$ cat src/sv/brl_pkg.sv
// ----------------------------------------------------------------------------
// brl_pkg: shared types and constants for the line rasterizer
// Coordinate and address widths, command codes and the pixel record.
// ----------------------------------------------------------------------------
package brl_pkg;

  localparam int COORD_BITS     = 10;
  localparam int ADDR_BITS      = 20;
  localparam int ROW_WIDTH_BITS = 10;
  localparam int SPAN2_BITS     = COORD_BITS + 1;
  localparam int ERR_BITS       = COORD_BITS + 3;
  localparam int PROD_BITS      = ROW_WIDTH_BITS + ADDR_BITS;

  localparam logic [ROW_WIDTH_BITS-1:0] ROW_WIDTH_RESET = ROW_WIDTH_BITS'(200);

  localparam logic CMD_START   = 1'b0;
  localparam logic CMD_ADVANCE = 1'b1;

  typedef logic [COORD_BITS-1:0] coord_t;

  typedef struct packed {
    logic   command;
    coord_t x_start;
    coord_t y_start;
    coord_t x_end;
    coord_t y_end;
  } cmd_t;

  typedef struct packed {
    coord_t                pixel_x;
    coord_t                pixel_y;
    logic [ADDR_BITS-1:0]  pixel_address;
    logic                  last_pixel;
  } pixel_t;

endpackage

$ cat src/sv/brl_cmd_if.sv
// ----------------------------------------------------------------------------
// brl_cmd_if: command channel
// Valid/ready channel carrying start and advance commands with endpoints.
// ----------------------------------------------------------------------------
interface brl_cmd_if;
  logic            valid;
  logic            ready;
  logic            command;
  brl_pkg::coord_t x_start;
  brl_pkg::coord_t y_start;
  brl_pkg::coord_t x_end;
  brl_pkg::coord_t y_end;

  modport source (output valid, command, x_start, y_start, x_end, y_end, input ready);
  modport sink   (input valid, command, x_start, y_start, x_end, y_end, output ready);
endinterface

$ cat src/sv/brl_pix_if.sv
// ----------------------------------------------------------------------------
// brl_pix_if: pixel channel
// Valid/ready channel carrying one rasterized pixel per transaction.
// ----------------------------------------------------------------------------
interface brl_pix_if;
  logic                             valid;
  logic                             ready;
  brl_pkg::coord_t                  pixel_x;
  brl_pkg::coord_t                  pixel_y;
  logic [brl_pkg::ADDR_BITS-1:0]    pixel_address;
  logic                             last_pixel;

  modport source (output valid, pixel_x, pixel_y, pixel_address, last_pixel, input ready);
  modport sink   (input valid, pixel_x, pixel_y, pixel_address, last_pixel, output ready);
endinterface

$ cat src/sv/bresenham_line_rasterizer_core.sv
// ----------------------------------------------------------------------------
// bresenham_line_rasterizer_core: Bresenham line rasterizer
// Commands on cmd_i: a start transaction (command 0) loads two 1-based
// endpoints and replaces any active line; an advance transaction (command 1)
// emits the next pixel of the line on pix_o, with its frame-buffer address
// row_width*(y-1)+(x-1) and a last flag. The endpoint with the larger major
// coordinate is not drawn, a zero-span line emits nothing and an advance with
// no active line is dropped. row_width is written through cfg_we_i/cfg_data_i
// by the user only while the block is idle; the block itself does not enforce
// this. Throughput: one command per cycle while cmd_i.ready is high; the
// address multiply sits between the line state and the result register. A
// two-entry result buffer lets one more command in while a pixel waits;
// cmd_i.ready drops when both entries are full and rises as pix_o drains.
// Reset clears the line state, the result buffer and sets row_width to 200.
// ----------------------------------------------------------------------------
module bresenham_line_rasterizer_core (
  input  logic                                clk_i,
  input  logic                                rst_ni,
  input  logic                                cfg_we_i,
  input  logic [brl_pkg::ROW_WIDTH_BITS-1:0]  cfg_data_i,
  brl_cmd_if.sink                             cmd_i,
  brl_pix_if.source                           pix_o
);

  logic [brl_pkg::ROW_WIDTH_BITS-1:0] row_width_q;
  brl_pkg::cmd_t                      cmd;
  brl_pkg::pixel_t                    res, out_data;
  logic                               res_valid, buf_ready, accept;

  always_ff @(posedge clk_i or negedge rst_ni) begin
    if (!rst_ni) begin
      row_width_q <= brl_pkg::ROW_WIDTH_RESET;
    end else if (cfg_we_i) begin
      row_width_q <= cfg_data_i;
    end
  end

  assign cmd.command = cmd_i.command;
  assign cmd.x_start = cmd_i.x_start;
  assign cmd.y_start = cmd_i.y_start;
  assign cmd.x_end   = cmd_i.x_end;
  assign cmd.y_end   = cmd_i.y_end;

  assign cmd_i.ready = buf_ready;
  assign accept      = cmd_i.valid && buf_ready;

  brl_line_engine u_engine (
    .clk_i       (clk_i),
    .rst_ni      (rst_ni),
    .accept_i    (accept),
    .cmd_i       (cmd),
    .row_width_i (row_width_q),
    .res_valid_o (res_valid),
    .res_o       (res)
  );

  brl_out_buf u_out_buf (
    .clk_i       (clk_i),
    .rst_ni      (rst_ni),
    .push_i      (res_valid),
    .data_i      (res),
    .ready_o     (buf_ready),
    .valid_o     (pix_o.valid),
    .pop_ready_i (pix_o.ready),
    .data_o      (out_data)
  );

  assign pix_o.pixel_x       = out_data.pixel_x;
  assign pix_o.pixel_y       = out_data.pixel_y;
  assign pix_o.pixel_address = out_data.pixel_address;
  assign pix_o.last_pixel    = out_data.last_pixel;

endmodule

$ cat src/sv/brl_line_engine.sv
// ----------------------------------------------------------------------------
// brl_line_engine: line state and per-command update
// Holds the active line, sets it up on start and steps it on advance,
// presenting the current pixel with its frame-buffer address.
// ----------------------------------------------------------------------------
module brl_line_engine (
  input  logic                                clk_i,
  input  logic                                rst_ni,
  input  logic                                accept_i,
  input  brl_pkg::cmd_t                       cmd_i,
  input  logic [brl_pkg::ROW_WIDTH_BITS-1:0]  row_width_i,
  output logic                                res_valid_o,
  output brl_pkg::pixel_t                     res_o
);

  logic                                active_q, active_d;
  logic                                steep_q, steep_d;
  brl_pkg::coord_t                     major_pos_q, major_pos_d;
  brl_pkg::coord_t                     major_stop_q, major_stop_d;
  brl_pkg::coord_t                     minor_pos_q, minor_pos_d;
  logic                                minor_down_q, minor_down_d;
  logic signed [brl_pkg::ERR_BITS-1:0] err_q, err_d;
  logic [brl_pkg::SPAN2_BITS-1:0]      tmaj_q, tmaj_d;
  logic [brl_pkg::SPAN2_BITS-1:0]      tmin_q, tmin_d;

  brl_pkg::coord_t dx, dy, ma0, mi0, ma1, mi1, sma0, smi0, sma1, smi1, major_span, minor_span;
  logic            is_steep;
  logic [brl_pkg::SPAN2_BITS-1:0]      major_next;
  logic                                last;
  logic signed [brl_pkg::ERR_BITS-1:0] err_sub;
  brl_pkg::coord_t                     px, py;
  logic [brl_pkg::ADDR_BITS-1:0]       px_m1, py_m1;
  logic [brl_pkg::PROD_BITS-1:0]       prod;

  // line setup
  always_comb begin
    dx = (cmd_i.x_start > cmd_i.x_end) ? cmd_i.x_start - cmd_i.x_end
                                       : cmd_i.x_end - cmd_i.x_start;
    dy = (cmd_i.y_start > cmd_i.y_end) ? cmd_i.y_start - cmd_i.y_end
                                       : cmd_i.y_end - cmd_i.y_start;
    is_steep = dy > dx;
    if (is_steep) begin
      ma0 = cmd_i.y_start; mi0 = cmd_i.x_start; ma1 = cmd_i.y_end; mi1 = cmd_i.x_end;
      major_span = dy; minor_span = dx;
    end else begin
      ma0 = cmd_i.x_start; mi0 = cmd_i.y_start; ma1 = cmd_i.x_end; mi1 = cmd_i.y_end;
      major_span = dx; minor_span = dy;
    end
    if (ma0 > ma1) begin
      sma0 = ma1; smi0 = mi1; sma1 = ma0; smi1 = mi0;
    end else begin
      sma0 = ma0; smi0 = mi0; sma1 = ma1; smi1 = mi1;
    end
  end

  // pixel and step
  always_comb begin
    px         = steep_q ? minor_pos_q : major_pos_q;
    py         = steep_q ? major_pos_q : minor_pos_q;
    major_next = brl_pkg::SPAN2_BITS'(major_pos_q) + brl_pkg::SPAN2_BITS'(1);
    last       = major_next >= brl_pkg::SPAN2_BITS'(major_stop_q);
    err_sub    = err_q - $signed(brl_pkg::ERR_BITS'(tmin_q));
    px_m1      = brl_pkg::ADDR_BITS'(px) - brl_pkg::ADDR_BITS'(1);
    py_m1      = brl_pkg::ADDR_BITS'(py) - brl_pkg::ADDR_BITS'(1);
    prod       = brl_pkg::PROD_BITS'(row_width_i) * brl_pkg::PROD_BITS'(py_m1);

    res_o.pixel_x       = px;
    res_o.pixel_y       = py;
    res_o.pixel_address = prod[brl_pkg::ADDR_BITS-1:0] + px_m1;
    res_o.last_pixel    = last;
    res_valid_o         = accept_i && (cmd_i.command == brl_pkg::CMD_ADVANCE) && active_q;
  end

  always_comb begin
    active_d     = active_q;
    steep_d      = steep_q;
    major_pos_d  = major_pos_q;
    major_stop_d = major_stop_q;
    minor_pos_d  = minor_pos_q;
    minor_down_d = minor_down_q;
    err_d        = err_q;
    tmaj_d       = tmaj_q;
    tmin_d       = tmin_q;
    if (accept_i && (cmd_i.command == brl_pkg::CMD_START)) begin
      steep_d      = is_steep;
      major_pos_d  = sma0;
      major_stop_d = sma1;
      minor_pos_d  = smi0;
      minor_down_d = smi0 > smi1;
      err_d        = $signed(brl_pkg::ERR_BITS'(major_span));
      tmaj_d       = {major_span, 1'b0};
      tmin_d       = {minor_span, 1'b0};
      active_d     = major_span != '0;
    end else if (res_valid_o) begin
      if (err_sub[brl_pkg::ERR_BITS-1]) begin
        minor_pos_d = minor_down_q ? minor_pos_q - brl_pkg::COORD_BITS'(1)
                                   : minor_pos_q + brl_pkg::COORD_BITS'(1);
        err_d       = err_sub + $signed(brl_pkg::ERR_BITS'(tmaj_q));
      end else begin
        err_d = err_sub;
      end
      major_pos_d = major_next[brl_pkg::COORD_BITS-1:0];
      if (last) begin
        active_d = 1'b0;
      end
    end
  end

  always_ff @(posedge clk_i or negedge rst_ni) begin
    if (!rst_ni) begin
      active_q     <= 1'b0;
      steep_q      <= 1'b0;
      major_pos_q  <= '0;
      major_stop_q <= '0;
      minor_pos_q  <= '0;
      minor_down_q <= 1'b0;
      err_q        <= '0;
      tmaj_q       <= '0;
      tmin_q       <= '0;
    end else begin
      active_q     <= active_d;
      steep_q      <= steep_d;
      major_pos_q  <= major_pos_d;
      major_stop_q <= major_stop_d;
      minor_pos_q  <= minor_pos_d;
      minor_down_q <= minor_down_d;
      err_q        <= err_d;
      tmaj_q       <= tmaj_d;
      tmin_q       <= tmin_d;
    end
  end

endmodule

$ cat src/sv/brl_out_buf.sv
// ----------------------------------------------------------------------------
// brl_out_buf: pixel result register with skid stage
// Two-entry buffer that decouples the pixel channel from the command side.
// ----------------------------------------------------------------------------
module brl_out_buf (
  input  logic            clk_i,
  input  logic            rst_ni,
  input  logic            push_i,
  input  brl_pkg::pixel_t data_i,
  output logic            ready_o,
  output logic            valid_o,
  input  logic            pop_ready_i,
  output brl_pkg::pixel_t data_o
);

  logic            main_vld_q, skid_vld_q;
  brl_pkg::pixel_t main_q, skid_q;
  logic            pop;

  assign pop     = main_vld_q && pop_ready_i;
  assign ready_o = !skid_vld_q;
  assign valid_o = main_vld_q;
  assign data_o  = main_q;

  always_ff @(posedge clk_i or negedge rst_ni) begin
    if (!rst_ni) begin
      main_vld_q <= 1'b0;
      skid_vld_q <= 1'b0;
    end else if (skid_vld_q) begin
      if (pop) begin
        skid_vld_q <= 1'b0;
      end
    end else if (!main_vld_q || pop) begin
      main_vld_q <= push_i;
    end else if (push_i) begin
      skid_vld_q <= 1'b1;
    end
  end

  always_ff @(posedge clk_i) begin
    if (skid_vld_q) begin
      if (pop) begin
        main_q <= skid_q;
      end
    end else if (!main_vld_q || pop) begin
      main_q <= data_i;
    end else if (push_i) begin
      skid_q <= data_i;
    end
  end

endmodule
$ cat src/flat_wrapper.sv
// flat-port wrapper written by rule: the top's interface ports become plain ports
module bresenham_line_rasterizer_core_flat 
  (clk_i, rst_ni, cfg_we_i, cfg_data_i, cmd_i_valid, cmd_i_command, cmd_i_x_start, cmd_i_y_start, cmd_i_x_end, cmd_i_y_end, cmd_i_ready, pix_o_valid, pix_o_pixel_x, pix_o_pixel_y, pix_o_pixel_address, pix_o_last_pixel, pix_o_ready);
  brl_cmd_if cmd_i_i ();
  brl_pix_if pix_o_i ();
  input  logic clk_i;
  input  logic rst_ni;
  input  logic cfg_we_i;
  input  logic [brl_pkg::ROW_WIDTH_BITS-1:0] cfg_data_i;
  input wire logic [$bits(cmd_i_i.valid)-1:0] cmd_i_valid;
  input wire logic [$bits(cmd_i_i.command)-1:0] cmd_i_command;
  input wire logic [$bits(cmd_i_i.x_start)-1:0] cmd_i_x_start;
  input wire logic [$bits(cmd_i_i.y_start)-1:0] cmd_i_y_start;
  input wire logic [$bits(cmd_i_i.x_end)-1:0] cmd_i_x_end;
  input wire logic [$bits(cmd_i_i.y_end)-1:0] cmd_i_y_end;
  output wire logic [$bits(cmd_i_i.ready)-1:0] cmd_i_ready;
  output wire logic [$bits(pix_o_i.valid)-1:0] pix_o_valid;
  output wire logic [$bits(pix_o_i.pixel_x)-1:0] pix_o_pixel_x;
  output wire logic [$bits(pix_o_i.pixel_y)-1:0] pix_o_pixel_y;
  output wire logic [$bits(pix_o_i.pixel_address)-1:0] pix_o_pixel_address;
  output wire logic [$bits(pix_o_i.last_pixel)-1:0] pix_o_last_pixel;
  input wire logic [$bits(pix_o_i.ready)-1:0] pix_o_ready;
  assign cmd_i_i.valid = cmd_i_valid;
  assign cmd_i_i.command = cmd_i_command;
  assign cmd_i_i.x_start = cmd_i_x_start;
  assign cmd_i_i.y_start = cmd_i_y_start;
  assign cmd_i_i.x_end = cmd_i_x_end;
  assign cmd_i_i.y_end = cmd_i_y_end;
  assign cmd_i_ready = cmd_i_i.ready;
  assign pix_o_valid = pix_o_i.valid;
  assign pix_o_pixel_x = pix_o_i.pixel_x;
  assign pix_o_pixel_y = pix_o_i.pixel_y;
  assign pix_o_pixel_address = pix_o_i.pixel_address;
  assign pix_o_last_pixel = pix_o_i.last_pixel;
  assign pix_o_i.ready = pix_o_ready;
  bresenham_line_rasterizer_core u_core (.clk_i(clk_i), .rst_ni(rst_ni), .cfg_we_i(cfg_we_i), .cfg_data_i(cfg_data_i), .cmd_i(cmd_i_i), .pix_o(pix_o_i));
endmodule
$ cat config.mk
export PLATFORM = sky130hd
export DESIGN_NAME = bresenham_line_rasterizer_core_flat
export DESIGN_NICKNAME = d
export VERILOG_FILES = /design/src/sv/brl_pkg.sv /design/src/sv/brl_cmd_if.sv /design/src/sv/brl_pix_if.sv /design/src/sv/bresenham_line_rasterizer_core.sv /design/src/sv/brl_line_engine.sv /design/src/sv/brl_out_buf.sv /design/src/flat_wrapper.sv
export SDC_FILE = /design/constraint.sdc
export NUM_CORES = 1
export LEC_CHECK = 0
export ABC_AREA = 1
export BUFFER_PORTS_ARGS = -buffer_cell sky130_fd_sc_hd__buf_2
export CORE_MARGIN = 10
export CORE_UTILIZATION = 64
export DETAILED_ROUTE_END_ITERATION = 8
export HOLD_SLACK_MARGIN = 0.15
export PLACE_DENSITY_LB_ADDON = 0.2
export SYNTH_ARGS = -nofsm -noshare
export SYNTH_HDL_FRONTEND = slang
export SYNTH_SLANG_ARGS = --single-unit
$ cat constraint.sdc
create_clock -name clk_i -period 8.6 [get_ports clk_i]
set_input_delay 1.72 -clock clk_i [delete_from_list [all_inputs] [get_ports clk_i]]
set_output_delay 1.72 -clock clk_i [all_outputs]
set_load 0.005 [all_outputs]
== Word-level counts from Yosys, hierarchy flattened ==
Index checks and enable logic that the tools add are counted.

* Add/sub/neg operators: 12
* Equality and inequality tests: 1
* $mul: 1
* Reductions and logical operators: 18
* $lt $le $gt $ge: 6
* Bitwise logic cells: 3
* Multiplexer cells: 33

{| class="wikitable"
|+ Operator list
! operator !! number
|-
| $mux 10 || 20
|-
| $mux 41 || 3
|-
| $gt 10x10->1 || 5
|-
| $sub 10x10->10 || 4
|-
| $mux 13 || 3
|-
| $sub 10x1->11 const B || 2
|-
| $add 20x20->20 || 1
|-
| $mul 10x20->20 || 1
|-
| $add 13x12->13 || 1
|-
| $sub 13x12->13 || 1
|-
| $add 10x1->11 const B || 1
|-
| $ge 11x10->1 || 1
|-
| $add 10x1->10 const B || 1
|-
| $reduce_bool 10->1 || 1
|-
| $sub 10x1->10 const B || 1
|-
| $reduce_and 2->1 || 4
|-
| $reduce_bool 2->1 || 4
|-
| $mux 1 || 7
|-
| $logic_and 1x1->1 || 5
|-
| $not 1->1 || 3
|-
| $reduce_and 3->1 || 1
|-
| $logic_not 1->1 || 2
|-
| $ne 2x1->1 const B || 1
|-
| $logic_or 1x1->1 || 1
|}

* Logic and storage cells: 94
* Flip-flop bits (word level): 160
* Output and inout bits: 43
* Input port bits: 56

== Depth between registers and ports, before layout ==
* Depth in word-level cells: 7
* Depth in mapped cells: 47
* Mapped depth without buffers: 44

== Hierarchy ==
A second synthesis with hierarchy kept.

* Cells, all modules: 2228
* Area, all modules: 16833.6 um2

{| class="wikitable"
|+ By module, submodules not included
! module !! cells each !! sequential area each (um2) !! area an instance (um2) !! instances
|-
| brl_line_engine || 1956 || 1626.6 || 13332.8 || 1
|-
| brl_out_buf || 228 || 2512.4 || 3111.7 || 1
|-
| bresenham_line_rasterizer_core || 44 || 254.0 || 389.1 || 1
|}

== Worst setup path after synthesis ==
Ideal clock, no wire load.

* Path type: input to register
* Start: input cmd_i_y_start[0]
* End: register u_core.u_engine.minor_down_q
* Arrival time: 6.660 ns
* Cell stages on the path: 42
* Setup time: 0.083 ns
* Slack: 1.858 ns
* Data required time: 8.517 ns
* Path buffers: 3
* Cell sequence: inv_1 -> ha_1 -> inv_1 -> fa_1 -> inv_1 -> nor2_1 -> nor2_1 -> inv_1 -> nand2_1 -> nand3_1 -> nand2_1 -> nand2_1 -> and2_1 -> ha_1 -> nand2_1 -> nor2_1 -> nand3_1 -> nand3_1 -> [6 not listed] -> nand2_1 -> nor2_1 -> nand2_1 -> o211ai_1 -> nand2_1 -> clkinv_1 -> clkbuf_1 -> o21ai_0 -> ha_1 -> inv_1 -> nor2_1 -> nor2_1 -> o21a_1 -> o21ai_0 -> nand3_1 -> a21oi_1 -> o21bai_1 -> o21ai_0

* Cells in the longest elaborated chain, start to end: 7
* Elaborated cells between the ends (all ways): 13
* Those cells by class: add/sub (2); order compare (4); mux (7)

{| class="wikitable"
|+ Ends and longest elaborated chain
! element !! RTL line !! text
|-
| start, declared || flat_wrapper.sv:13 || <nowiki>input wire logic [$bits(cmd_i_i.y_start)-1:0] cmd_i_y_start;</nowiki>
|-
| $sub 10x10->10 (tied with other cells) || brl_line_engine.sv:40 || <nowiki>: cmd_i.y_end - cmd_i.y_start;</nowiki>
|-
| $mux 10 || brl_line_engine.sv:39 || <nowiki>dy = (cmd_i.y_start > cmd_i.y_end) ? cmd_i.y_start - cmd_i.y_end</nowiki>
|-
| $gt 10x10->1 || brl_line_engine.sv:41 || <nowiki>is_steep = dy > dx;</nowiki>
|-
| $mux 10 || brl_line_engine.sv:42 || <nowiki>if (is_steep) begin</nowiki>
|-
| $gt 10x10->1 || brl_line_engine.sv:49 || <nowiki>if (ma0 > ma1) begin</nowiki>
|-
| $mux 10 || brl_line_engine.sv:49 ||
|-
| $gt 10x10->1 (*) || brl_line_engine.sv:89 || <nowiki>minor_down_d = smi0 > smi1;</nowiki>
|-
| end signal, assigned || brl_line_engine.sv:126 || <nowiki>minor_down_q <= minor_down_d;</nowiki>
|-
| end, declared || brl_line_engine.sv:21 || <nowiki>logic minor_down_q, minor_down_d;</nowiki>
|}

Every way passes the cells marked *; elsewhere a longest branch is shown, timed or not.
A chain may end at the register's enable or synchronous reset.

== Worst setup path after layout ==
Ends and elaborated chain as after synthesis.

==> impl_metrics.json <==
{
  "status": "finished, final reports clean",
  "fin_area_um2": 18100,
  "wl_met2_um": 23000,
  "synth-async-reset-ratio": 0.484,
  "ctsResizeCount": 0,
  "cts_setup_buffers": 0,
  "numCtsBuffers": 17,
  "yosysSeqAreaShare": 0.262,
  "dr_wl_met3_um": 2740,
  "crit_type": "input port to flop",
  "final.min_clock_period_ps": 7840,
  "root_buffer": "clkbuf_16",
  "final_util": 0.700,
  "fp-row-count": 59,
  "path_clk_slew_ps": 60,
  "worst_pin_slew_ps": 940,
  "track_usage": 0.288,
  "chipHeight_um": 182,
  "drc": 0,
  "netlist_top_cells_area": "nand2_1, edfxtp_1, fa_1, dfrtp_1, ha_1",
  "maxCapViolCount": 0,
  "dieWidth_um": 182,
  "yosys.area.top_type": "nand2_1",
  "synth_edf_count": 82,
  "most-common-layout-cells": "nand2_1, inv_1, o21ai_0, ha_1, nor2_1",
  "dp_hpwl_um": 38200,
  "timing.rr.end": "u_core.u_out_buf.skid_q[20]",
  "final-setup-viol-count": 0,
  "crit_path_top_delay_cell": "clkinv_1",
  "pin_count": 99,
  "clk_path_buf_depth": 2,
  "wl_per_cell_um": 18.0,
  "dr.pass1.iters": 6,
  "mappedNetlistNets": 2547,
  "ant_nets": 0,
  "rsz0062_at_grt": "false",
  "whs_endpoint": "u_core.u_engine.major_stop_q[0]",
  "critPathMaxStageDelay_ps": 490,
  "cp.required_ps": 8950,
  "grt_max_degree": 61,
  "antenna_found_initial": 0,
  "max_freq_mhz": 128,
  "coreArea_um2": 25900,
  "crit_path_start_kind": "input port",
  "crit_path_max_fanout": 51,
  "clock-sinks": 159,
  "skew_ps": 14.1,
  "min-delay-start": "u_core.u_engine.major_stop_q[0]",
  "end_kind": "flop",
  "tns_ps": 0,
  "fin_nets": 2620,
  "placed_area_um2": 17600,
  "clock_latency_ps": 440,
  "wl_met1_um": 19900,
  "worstReg2RegStart": "u_core.u_engine.steep_q",
  "grt_pass1_vias": 15200,
  "place_congestion": 0.987,
  "ys.warnings.count": 0,
  "die_area_um2": 33100,
  "diodes": 0,
  "synth.distinct_cells": 52,
  "synth_area_um2": 16800,
  "ys_seq_elements": 159,
  "portBuffers": 98,
  "max_slew_margin": 0.371,
  "start_util": 0.647,
  "syn2layout_area_growth_pct": 8.18,
  "cp_data_arrival_time_ps": 8190,
  "finalCritPeriodShare": 0.911,
  "final_common_cell": "nand2_1",
  "crit_top_cell": "nand2_1",
  "grt-ovfl-total": 0,
  "cts_tree": "yes",
  "grt_pass1_wl_um": 77800,
  "vias_per_cell": 5.71,
  "yosys.area.top_type_share": 0.148,
  "ctsHoldBuffers": 0,
  "wirelength_um": 47600,
  "min_path_type": "flop to flop",
  "min_delay_path_depth": 2,
  "ys.flop_type": "edfxtp_1",
  "cts_max_level": 4,
  "layout-drive-gt1-share": 0.0826,
  "num_vias": 15100,
  "drv_slew": 0,
  "avgSynthCellArea_um2": 7.54,
  "drt_iter0_markers": 1288,
  "reg2reg_slack_ps": 1110,
  "finalHoldViolCount": 0,
  "syn_inst": 2225,
  "reg2reg_depth": 23,
  "top_layer": "met4"
}
## worst max-delay path, delay by kind of cell
kind | cells | cell delay, ps
adders and majority gates | 5 | 1500
and+or+nand+nor | 18 | 2190
buffers and inverters | 8 | 1340
AOI/OAI and AO/OA | 9 | 1360
## stage by stage
stage                     cells  hold WS (ps)  setup slack [ps]
after global placement     2614           475               503
after floorplan            2225           453              1860
final                      2646           486               763
after CTS                  2646           489               804
after global routing       2646           518              54.8
after detailed placement   2614           471               378
## logic make-up (layout without fill, tap and decap cells)
family / count (synthesis) / in the layout / synth area share
buffers and inverters: 421 / 507 / 0.0967
adders and majority gates: 266 / 266 / 0.252
and+or+nand+nor: 962 / 962 / 0.233
AOI/OAI and AO/OA: 341 / 341 / 0.116
xor gates and xnor gates: 74 / 74 / 0.0387
muxes: 2 / 2 / 0.00127
DFF: 159 / 159 / 0.262
## final cells by class
class,instances,area [um^2]
multi-input combinational,1645,10800
fill,2138,7770
sequential,159,4390
inverter,362,1360
timing repair buffer,113,606
clock buffer,21,440
tap,335,419
clock inverter,11,143
## flip-flops by register name, summed over array words and instances (netlist names)
signal,cells
u_core.u_engine.minor_down_q,1
u_core.u_out_buf.skid_vld_q,1
u_core.u_out_buf.valid_o,1
u_core.row_width_q,10
u_core.u_engine.tmin_q,10
u_core.u_engine.steep_q,1
u_core.u_engine.major_stop_q,10
u_core.u_engine.tmaj_q,10
u_core.u_engine.err_q,12
u_core.u_out_buf.skid_q,41
u_core.u_engine.major_pos_q,10
u_core.u_out_buf.data_o,41
u_core.u_engine.active_q,1
u_core.u_engine.minor_pos_q,10
## routing by layer
layer | global-route usage | up-vias
li1 | - | 7242
met5 | 0 | -
met4 | 0.123 | 0
met2 | 0.489 | 557
met1 | 0.360 | 7186
met3 | 0.0398 | 112
## how the worst max path moves through the flow
stage                      from                      endpoint  slack, ps
2_1_floorplan  cmd_i_y_start[0]  u_core.u_engine.minor_down_q       1860
3_3_place_gp   cmd_i_y_start[0]  u_core.u_engine.minor_down_q        500
3_5_place_dp   cmd_i_y_start[0]  u_core.u_engine.minor_down_q        380
4_1_cts        cmd_i_y_start[0]  u_core.u_engine.minor_down_q        800
5_1_grt          cmd_i_y_end[7]  u_core.u_engine.minor_down_q         50
6_report       cmd_i_y_start[0]  u_core.u_engine.minor_down_q        760
## synthesized netlist by cell type (all sizes together), types with 2 or more instances
| cell | count |
|---|---|
| o21ai | 174 |
| o22ai | 4 |
| o21bai | 12 |
| xor2 | 53 |
| o21a | 9 |
| nand3 | 99 |
| a22oi | 2 |
| o31ai | 5 |
| nor3 | 11 |
| edfxtp | 82 |
| nand4 | 18 |
| xnor2 | 21 |
| a21o | 6 |
| a21oi | 84 |
| dfstp | 3 |
| and2 | 3 |
| dfrtp | 74 |
| nand3b | 4 |
| nand2 | 675 |
| clkinv | 4 |
| o211ai | 27 |
| buf | 21 |
| nor2 | 144 |
| clkbuf | 38 |
| ha | 147 |
| a31oi | 4 |
| o221ai | 9 |
| or2 | 7 |
| inv | 358 |
| fa | 119 |
Power is not shown: default switching activity piles up to over one toggle a cycle in this logic, so the estimate is an artifact.
